### src/sv/fkt_key_norm.sv
// ----------------------------------------------------------------------------
// fkt_key_norm: name key normalization
// Keeps the low KEY_BYTES bytes of the key and clears every byte after the
// first zero byte, the first byte being the most significant one.
// ----------------------------------------------------------------------------
module fkt_key_norm #(
  parameter int unsigned KEY_BYTES = 8
) (
  input  logic [63:0]          key_i,
  output logic [8*KEY_BYTES-1:0] key_o
);

  always_comb begin
    logic       ended;
    logic [7:0] b;
    ended = 1'b0;
    b     = '0;
    key_o = '0;
    for (int i = 0; i < KEY_BYTES; i++) begin
      b = key_i[8*(KEY_BYTES-1-i) +: 8];
      if (b == 8'd0) begin
        ended = 1'b1;
      end
      key_o[8*(KEY_BYTES-1-i) +: 8] = ended ? 8'd0 : b;
    end
  end

endmodule

### config.mk
export PLATFORM = sky130hd
export DESIGN_NAME = fkt_key_norm
export DESIGN_NICKNAME = d
export VERILOG_FILES = /design/src/sv/fkt_key_norm.sv
export SDC_FILE = /design/constraint.sdc
export NUM_CORES = 1
export LEC_CHECK = 0
export BUFFER_PORTS_ARGS = -buffer_cell sky130_fd_sc_hd__buf_2
export CORE_ASPECT_RATIO = 0.9
export CORE_UTILIZATION = 27
export DETAILED_ROUTE_END_ITERATION = 7
export PLACE_DENSITY = 0.86
export RECOVER_POWER = 50
export SETUP_SLACK_MARGIN = 0.5
export SLEW_MARGIN = 20
export SYNTH_ARGS = -nofsm -noshare
export SYNTH_HDL_FRONTEND = slang
export SYNTH_SLANG_ARGS = --single-unit
### constraint.sdc
create_clock -name vclk -period 1.7
set_input_delay 0.255 -clock vclk [all_inputs]
set_output_delay 0.255 -clock vclk [all_outputs]
set_load 0.02 [all_outputs]
==> results of run 1 <==
[synth_stat cells (2+ instances only)]
cell type / count
nand2_1: 31
nor4_1: 22
and3_1: 16
nor2_1: 16
clkbuf_1: 10
and2_1: 8
nand3_1: 8
nor3_1: 8
nand2_2: 3
buf_2: 2
buf_4: 2
[cell families after synthesis]
family                 count (synthesis)
buffers and inverters                 15
AND/OR/NAND/NOR                      114
[through the flow]
stage	setup TNS (ns)	setup slack (ns)	instances
2_1_floorplan	0	0.309	129
3_3_place_gp	0	0.0328	277
3_5_place_dp	-0.00253	-0.00253	277
==> impl_metrics.toml, run 1 <==
[synthesis]
ys_warn_count = 0
synthMuxAreaShare = 0
synth_fp_nets = 193
synth-compound-area-share = 0
syn_avg_cell_area_um2 = 5.08
synth_top_area_frac = 0.210
synth_cell_types = 14
synth_cells = 129
yosys.area.top_type = "nor4_1"
synth-simple-area-share = 0.887
synth.top_cells.by_area = "nor4_1 21%, nand2_1 18%, and3_1 15%, nor2_1 9.2%, and2_1 7.6%"
synth_top_family_by_area = "simple AND/OR/NAND/NOR gates"
yosys.area_share.adder = 0
synth-seq-area-share = 0
synthesis.area_um2 = 656
synthXorXnorAreaFrac = 0

[floorplan]
num_rows = 16
start_util = 0.292
pin_count = 128
die_y_um = 48.8
die_x_um = 53.9

[place]
place_area_um2 = 1970
globalplace.congestion = 0.795
port_buffers = 128
dp_hpwl_mm = 3.57

[run_status]
error_line = "[ERROR DPL-0038] Utilization greater than 100%, impossible to legalize"
lastStage = "clock tree synthesis (4_1_cts)"
outcome = "did not finish"

[clock_tree]
cts_hold_buffers = 0
post_cts_buffers = 10
post_cts_resized = 96
==> run 2: changes to the inputs <==
--- a/config.mk
+++ b/config.mk
@@ -6,12 +6,11 @@
 export NUM_CORES = 1
 export LEC_CHECK = 0
 export BUFFER_PORTS_ARGS = -buffer_cell sky130_fd_sc_hd__buf_2
-export CORE_ASPECT_RATIO = 0.9
-export CORE_UTILIZATION = 27
+export CORE_AREA = 2 2 63 65
 export DETAILED_ROUTE_END_ITERATION = 7
-export PLACE_DENSITY = 0.86
+export DIE_AREA = 0 0 65 67
+export PLACE_DENSITY_LB_ADDON = 0.15
 export RECOVER_POWER = 50
-export SETUP_SLACK_MARGIN = 0.5
 export SLEW_MARGIN = 20
 export SYNTH_ARGS = -nofsm -noshare
 export SYNTH_HDL_FRONTEND = slang
==> run 2 against run 1 <==
The flow now finishes without violations. Synthesized area did not move. Synthesized cell count did not move.
==> impl_metrics.toml, run 2 <==
[run_status]
outcome = "completed"

[synthesis]
synthesis.area_um2 = 656
synth-seq-area-share = 0
ys_warn_count = 0
synth_commonest_cells = "31 x nand2_1, 22 x nor4_1, 16 x and3_1, 16 x nor2_1, 10 x clkbuf_1"
syn_avg_cell_area_um2 = 5.08
yosys.area.top_type = "nor4_1"
synth_cells = 129
synth_most_common_cell = "nand2_1"
synth_cell_types = 14
synth.top_cells.by_area = "nor4_1 21%, nand2_1 18%, and3_1 15%, nor2_1 9.2%, and2_1 7.6%"
synth_top_area_frac = 0.210
synth_fp_nets = 193

[layout]
seq_cell_count = 0
regArea_um2 = 0
drive_above_1_share = 0.566
layout_commonest_cell = "buf_2"
clockBufferCount = 0
n_antenna_cell = 0
nets = 315
layout_common_cells = "121 x buf_2, 28 x nand2_1, 17 x nor4_1"
area_delta_synth_final_pct = 111

[timing]
setup_tns_ns = 0
setup_viol = 0
finalHoldViolations = 0
setup_ws_ns = 0.0801
final_max_slew_viol_count = 0
fin_crit_ns = 1.62
slew_headroom = 0.774
tightestPinTransition_ns = 0.336
period_share = 0.953
timing.fmax_ghz = 0.617

[power]
ir_worst_vdd_mv = 0.0854
p_per_area_nw_per_um2 = 258
p_leak_nw = 0.859
fin_total_pwr_w = 0.000358

[global_route]
track_usage = 0.124
met2_usage = 0.265
grt_pass1_wl_mm = 4.53
met1_usage = 0.130
gr-max-usage-layer = "met2"
grt_overflow = 0
use_met3 = 0.0203
grt_pass1_vias = 1104
grt_max_degree = 25
antenna_found_initial = 0

[worst_hold_path]
hold_path.class = "in2out"

[place]
place_ws_ns = 0.0323
dp_hpwl_mm = 2.61
globalplace.congestion = 0.706
port_buffers = 128

[route]
firstDrtPassIters = 2
drc = 0
vias = 1334
wl_per_cell_um = 10.2
vias_per_cell = 4.49
wl_mm = 3.04
drt_iter0_drc = 22
ant_nets = 0

[clock_tree]
post_cts_buffers = 0

[critical_path]
crit_arrival_ns = 1.36
cpPeakStageDelay_ns = 0.26
cp_max_fo = 8
critPathTopFamily = "simple AND/OR/NAND/NOR gates"
crit_type = "in2out"
worst_path_max_delay_cell = "nor4_1"
crit_path_end_kind = "primary output"
cp-start-kind = "input pin"
crit_chain = "buf_2 > nor4_1 > nand2_1 > and2_4 > and3_1 > buf_2"
critical_path_required_ns = 1.44
path_buf_inv = 2
crit_top_cell = "buf_2"

[floorplan]
coreArea_um2 = 3610
die_y_um = 67
start_util = 0.182
num_rows = 22
design.die.area_um2 = 4360
die_x_um = 65
pin_count = 128

[run]
max-cap-violations = 0
## run 2: cell counts after synthesis
No cell type changed its count.
## run 2: path summary, 6_finish.rpt
path | endpoint | cells past startpoint | slack, ns | start
max | key_o[36] | 6 | 0.08 | key_i[48]
min | key_o[56] | 2 | 0.76 | key_i[56]
## run 2: where the power goes
group          internal [W]  switching [W]  leakage, nW
Combinational      0.000146       0.000212        0.859
Clock                     0              0            0
Sequential                0              0            0
## run 2: area by class of cell
class / instances / area [um2]
Fill cell: 400 / 2220
Multi-Input combinational cell: 114 / 626
Tap cell: 48 / 60.1
Timing Repair Buffer: 135 / 701
## run 2: kinds of logic after synthesis
group                  Yosys count  share of synthesized area
AND/OR/NAND/NOR                114                      0.887
buffers and inverters           15                      0.113
## run 2: what timing repair did
action | in CTS | in global routing
hold buffers | 0 | 0
setup endpoints to repair | 0 | 53
resized for setup | 0 | 10
## run 2: stage by stage
stage | std cells | instance area (um2) | util | hold slack (ns)
after floorplan | 129 | 656 | - | 0.632
after global placement | 297 | 1350 | 0.374 | 0.742
after detailed placement | 297 | 1350 | 0.374 | 0.745
after CTS | 297 | 1350 | 0.374 | 0.745
after global routing | 297 | 1390 | 0.384 | 0.778
final | 297 | 1390 | 0.384 | 0.763
## run 2: metal layers
metal | share of wire | routed length [um] | up-vias
met1 | 0.37 | 1120 | 557
met4 | 0 | 0 | 0
li1 | - | - | 694
met3 | 0.14 | 411 | 0
met2 | 0.50 | 1510 | 83
met5 | 0 | 0 | -
No activity file was read; power rests on OpenSTA's default activity.
==> run 3: changes to the inputs <==
--- a/config.mk
+++ b/config.mk
@@ -6,9 +6,12 @@
 export NUM_CORES = 1
 export LEC_CHECK = 0
 export BUFFER_PORTS_ARGS = -buffer_cell sky130_fd_sc_hd__buf_2
-export CORE_AREA = 2 2 63 65
+export CELL_PAD_IN_SITES_DETAIL_PLACEMENT = 0
+export CELL_PAD_IN_SITES_GLOBAL_PLACEMENT = 1
+export CORE_ASPECT_RATIO = 0.9
+export CORE_MARGIN = 4
+export CORE_UTILIZATION = 13
 export DETAILED_ROUTE_END_ITERATION = 7
-export DIE_AREA = 0 0 65 67
 export PLACE_DENSITY_LB_ADDON = 0.15
 export RECOVER_POWER = 50
 export SLEW_MARGIN = 20
==> run 3 against run 2 <==
Count of clock-buffer cells in the layout stayed put. First-iteration DRC count is 68% higher. Global-route usage is 2.0 points lower. Final cell count is 6.4% higher. Via count is 2.1% lower. Fmax is 1.1% lower. Setup slack worse by 0.018 ns. Sequential share of layout area stayed put. Utilization is 9.0 points lower. Largest cell class unchanged.
==> impl_metrics.toml, run 3 (synthesis results as in run 2) <==
[run_status]
outcome = "completed"

[global_route]
grt_pass1_vias = 1138
grt_overflow = 0
track_usage = 0.103
grt_max_degree = 25
grt_pass1_wl_mm = 5.59
antenna_found_initial = 0

[route]
vias = 1306
wl_per_cell_um = 12.2
vias_per_cell = 4.13
firstDrtPassIters = 4
wl_mm = 3.85
ant_nets = 0
drc = 0
drt_iter0_drc = 37

[critical_path]
cpPeakStageDelay_ns = 0.25
critical_path_required_ns = 1.44
worst_path_max_delay_cell = "nor4_2"
crit_path_end_kind = "primary output"
crit_top_cell = "buf_2"
critPathTopFamily = "simple AND/OR/NAND/NOR gates"
cp-start-kind = "input pin"
crit_chain = "buf_2 > nor4_2 > nand2_1 > clkbuf_4 > and3_1 > buf_2"
crit_type = "in2out"
cp_max_fo = 16
crit_arrival_ns = 1.38
path_buf_inv = 3

[power]
comb_power_share = 1.000
p_sw_w = 0.000219
swShare = 0.602
p_clk_frac = 0
fin_total_pwr_w = 0.000365
ir_worst_vdd_mv = 0.0960
p_per_area_nw_per_um2 = 255
p_leak_nw = 0.870
seq_power_share = 0
p_int_w = 0.000145

[layout]
n_antenna_cell = 0
clockBufferCount = 0
multi_input_area_um2 = 629
regArea_um2 = 0
seq_cell_count = 0
layout_commonest_cell = "buf_2"
layout_common_cells = "108 x buf_2, 29 x nand2_1, 16 x nor4_1, 16 x nor2_1, 16 x and3_1"
area_delta_synth_final_pct = 119
nFillCells = 595
drive_above_1_share = 0.562
final_util = 0.294
nets = 317

[clock_tree]
cts_hold_buffers = 0

[floorplan]
die_y_um = 75.4
design.die.area_um2 = 6240
num_rows = 24
pin_count = 128
start_util = 0.135
coreArea_um2 = 4860
die_x_um = 82.9

[timing]
finalHoldViolations = 0
timing.fmax_ghz = 0.610
slew_headroom = 0.783
period_share = 0.964
fin_crit_ns = 1.64
final_max_slew_viol_count = 0
tightestPinTransition_ns = 0.323
setup_viol = 0

[worst_hold_path]
min_from = "key_i[63]"
whs_path_depth = 2
hold_path.class = "in2out"
worstHoldEndpoint = "key_o[63]"

[place]
port_buffers = 128
dp_hpwl_mm = 3.34
globalplace.congestion = 0.743

[run]
max-cap-violations = 0
-- run 3: changes by cell type in the layout (fill, tap and decap cells not counted), sizes merged --
cell	previous run	this run
clkbuf	7	21
buf	128	116
-- run 3: layer usage --
metal  vias up  routed length (um)  track usage
met2        41                2060        0.198
met1       565                1580        0.133
met4         0                   0            0
met5         -                   0            0
met3         0                 221       0.0141
li1        700                   -            -
-- run 3: worst max-delay path by stage --
stage	startpoint	endpoint	slack [ns]	cells past startpoint
final	key_i[56]	key_o[44]	0.06	6
after global routing	key_i[56]	key_o[44]	-0.03	6
after CTS	key_i[52]	key_o[32]	0.03	6
after detailed placement	key_i[32]	key_o[0]	-0.02	6
after global placement	key_i[32]	key_o[1]	-0.05	6
after floorplan	key_i[25]	key_o[5]	0.05	5
-- run 3: final cells by class --
| class | count | area share |
|---|---|---|
| Timing Repair Buffer | 137 | 0.504 |
| Tap cell | 65 | 0.0568 |
| Multi-Input combinational cell | 114 | 0.439 |
-- run 3: what timing repair did --
item / CTS / global route
endpoints found under the hold margin: 0 / 0
cloned: 0 / 0
gates resized for setup: 2 / 7
endpoints found under the setup margin: 30 / 52
setup buffers: 0 / 2
pin swaps: 1 / 3
-- run 3: stage by stage --
step / area (um2) / std cells / hold slack [ns] / setup TNS (ns) / worst slack, ns
2_1_floorplan: 656 / 129 / 0.632 / 0 / 0.0477
3_3_place_gp: 1380 / 314 / 0.746 / -0.572 / -0.0504
3_5_place_dp: 1380 / 314 / 0.746 / -0.181 / -0.0179
4_1_cts: 1390 / 314 / 0.746 / 0 / 0.0341
5_1_grt: 1430 / 316 / 0.783 / -0.354 / -0.0338
6_report: 1430 / 316 / 0.771 / 0 / 0.0617
-- run 3: power groups by stage --
| stage | Combinational [W] | Sequential, W | Clock [W] |
|---|---|---|---|
| final | 0.000365 | 0 | 0 |
| after CTS | 0.000364 | 0 | 0 |
| after detailed placement | 0.000362 | 0 | 0 |
| after global routing | 0.000397 | 0 | 0 |
| after floorplan | 0.000191 | 0 | 0 |
| after global placement | 0.000366 | 0 | 0 |
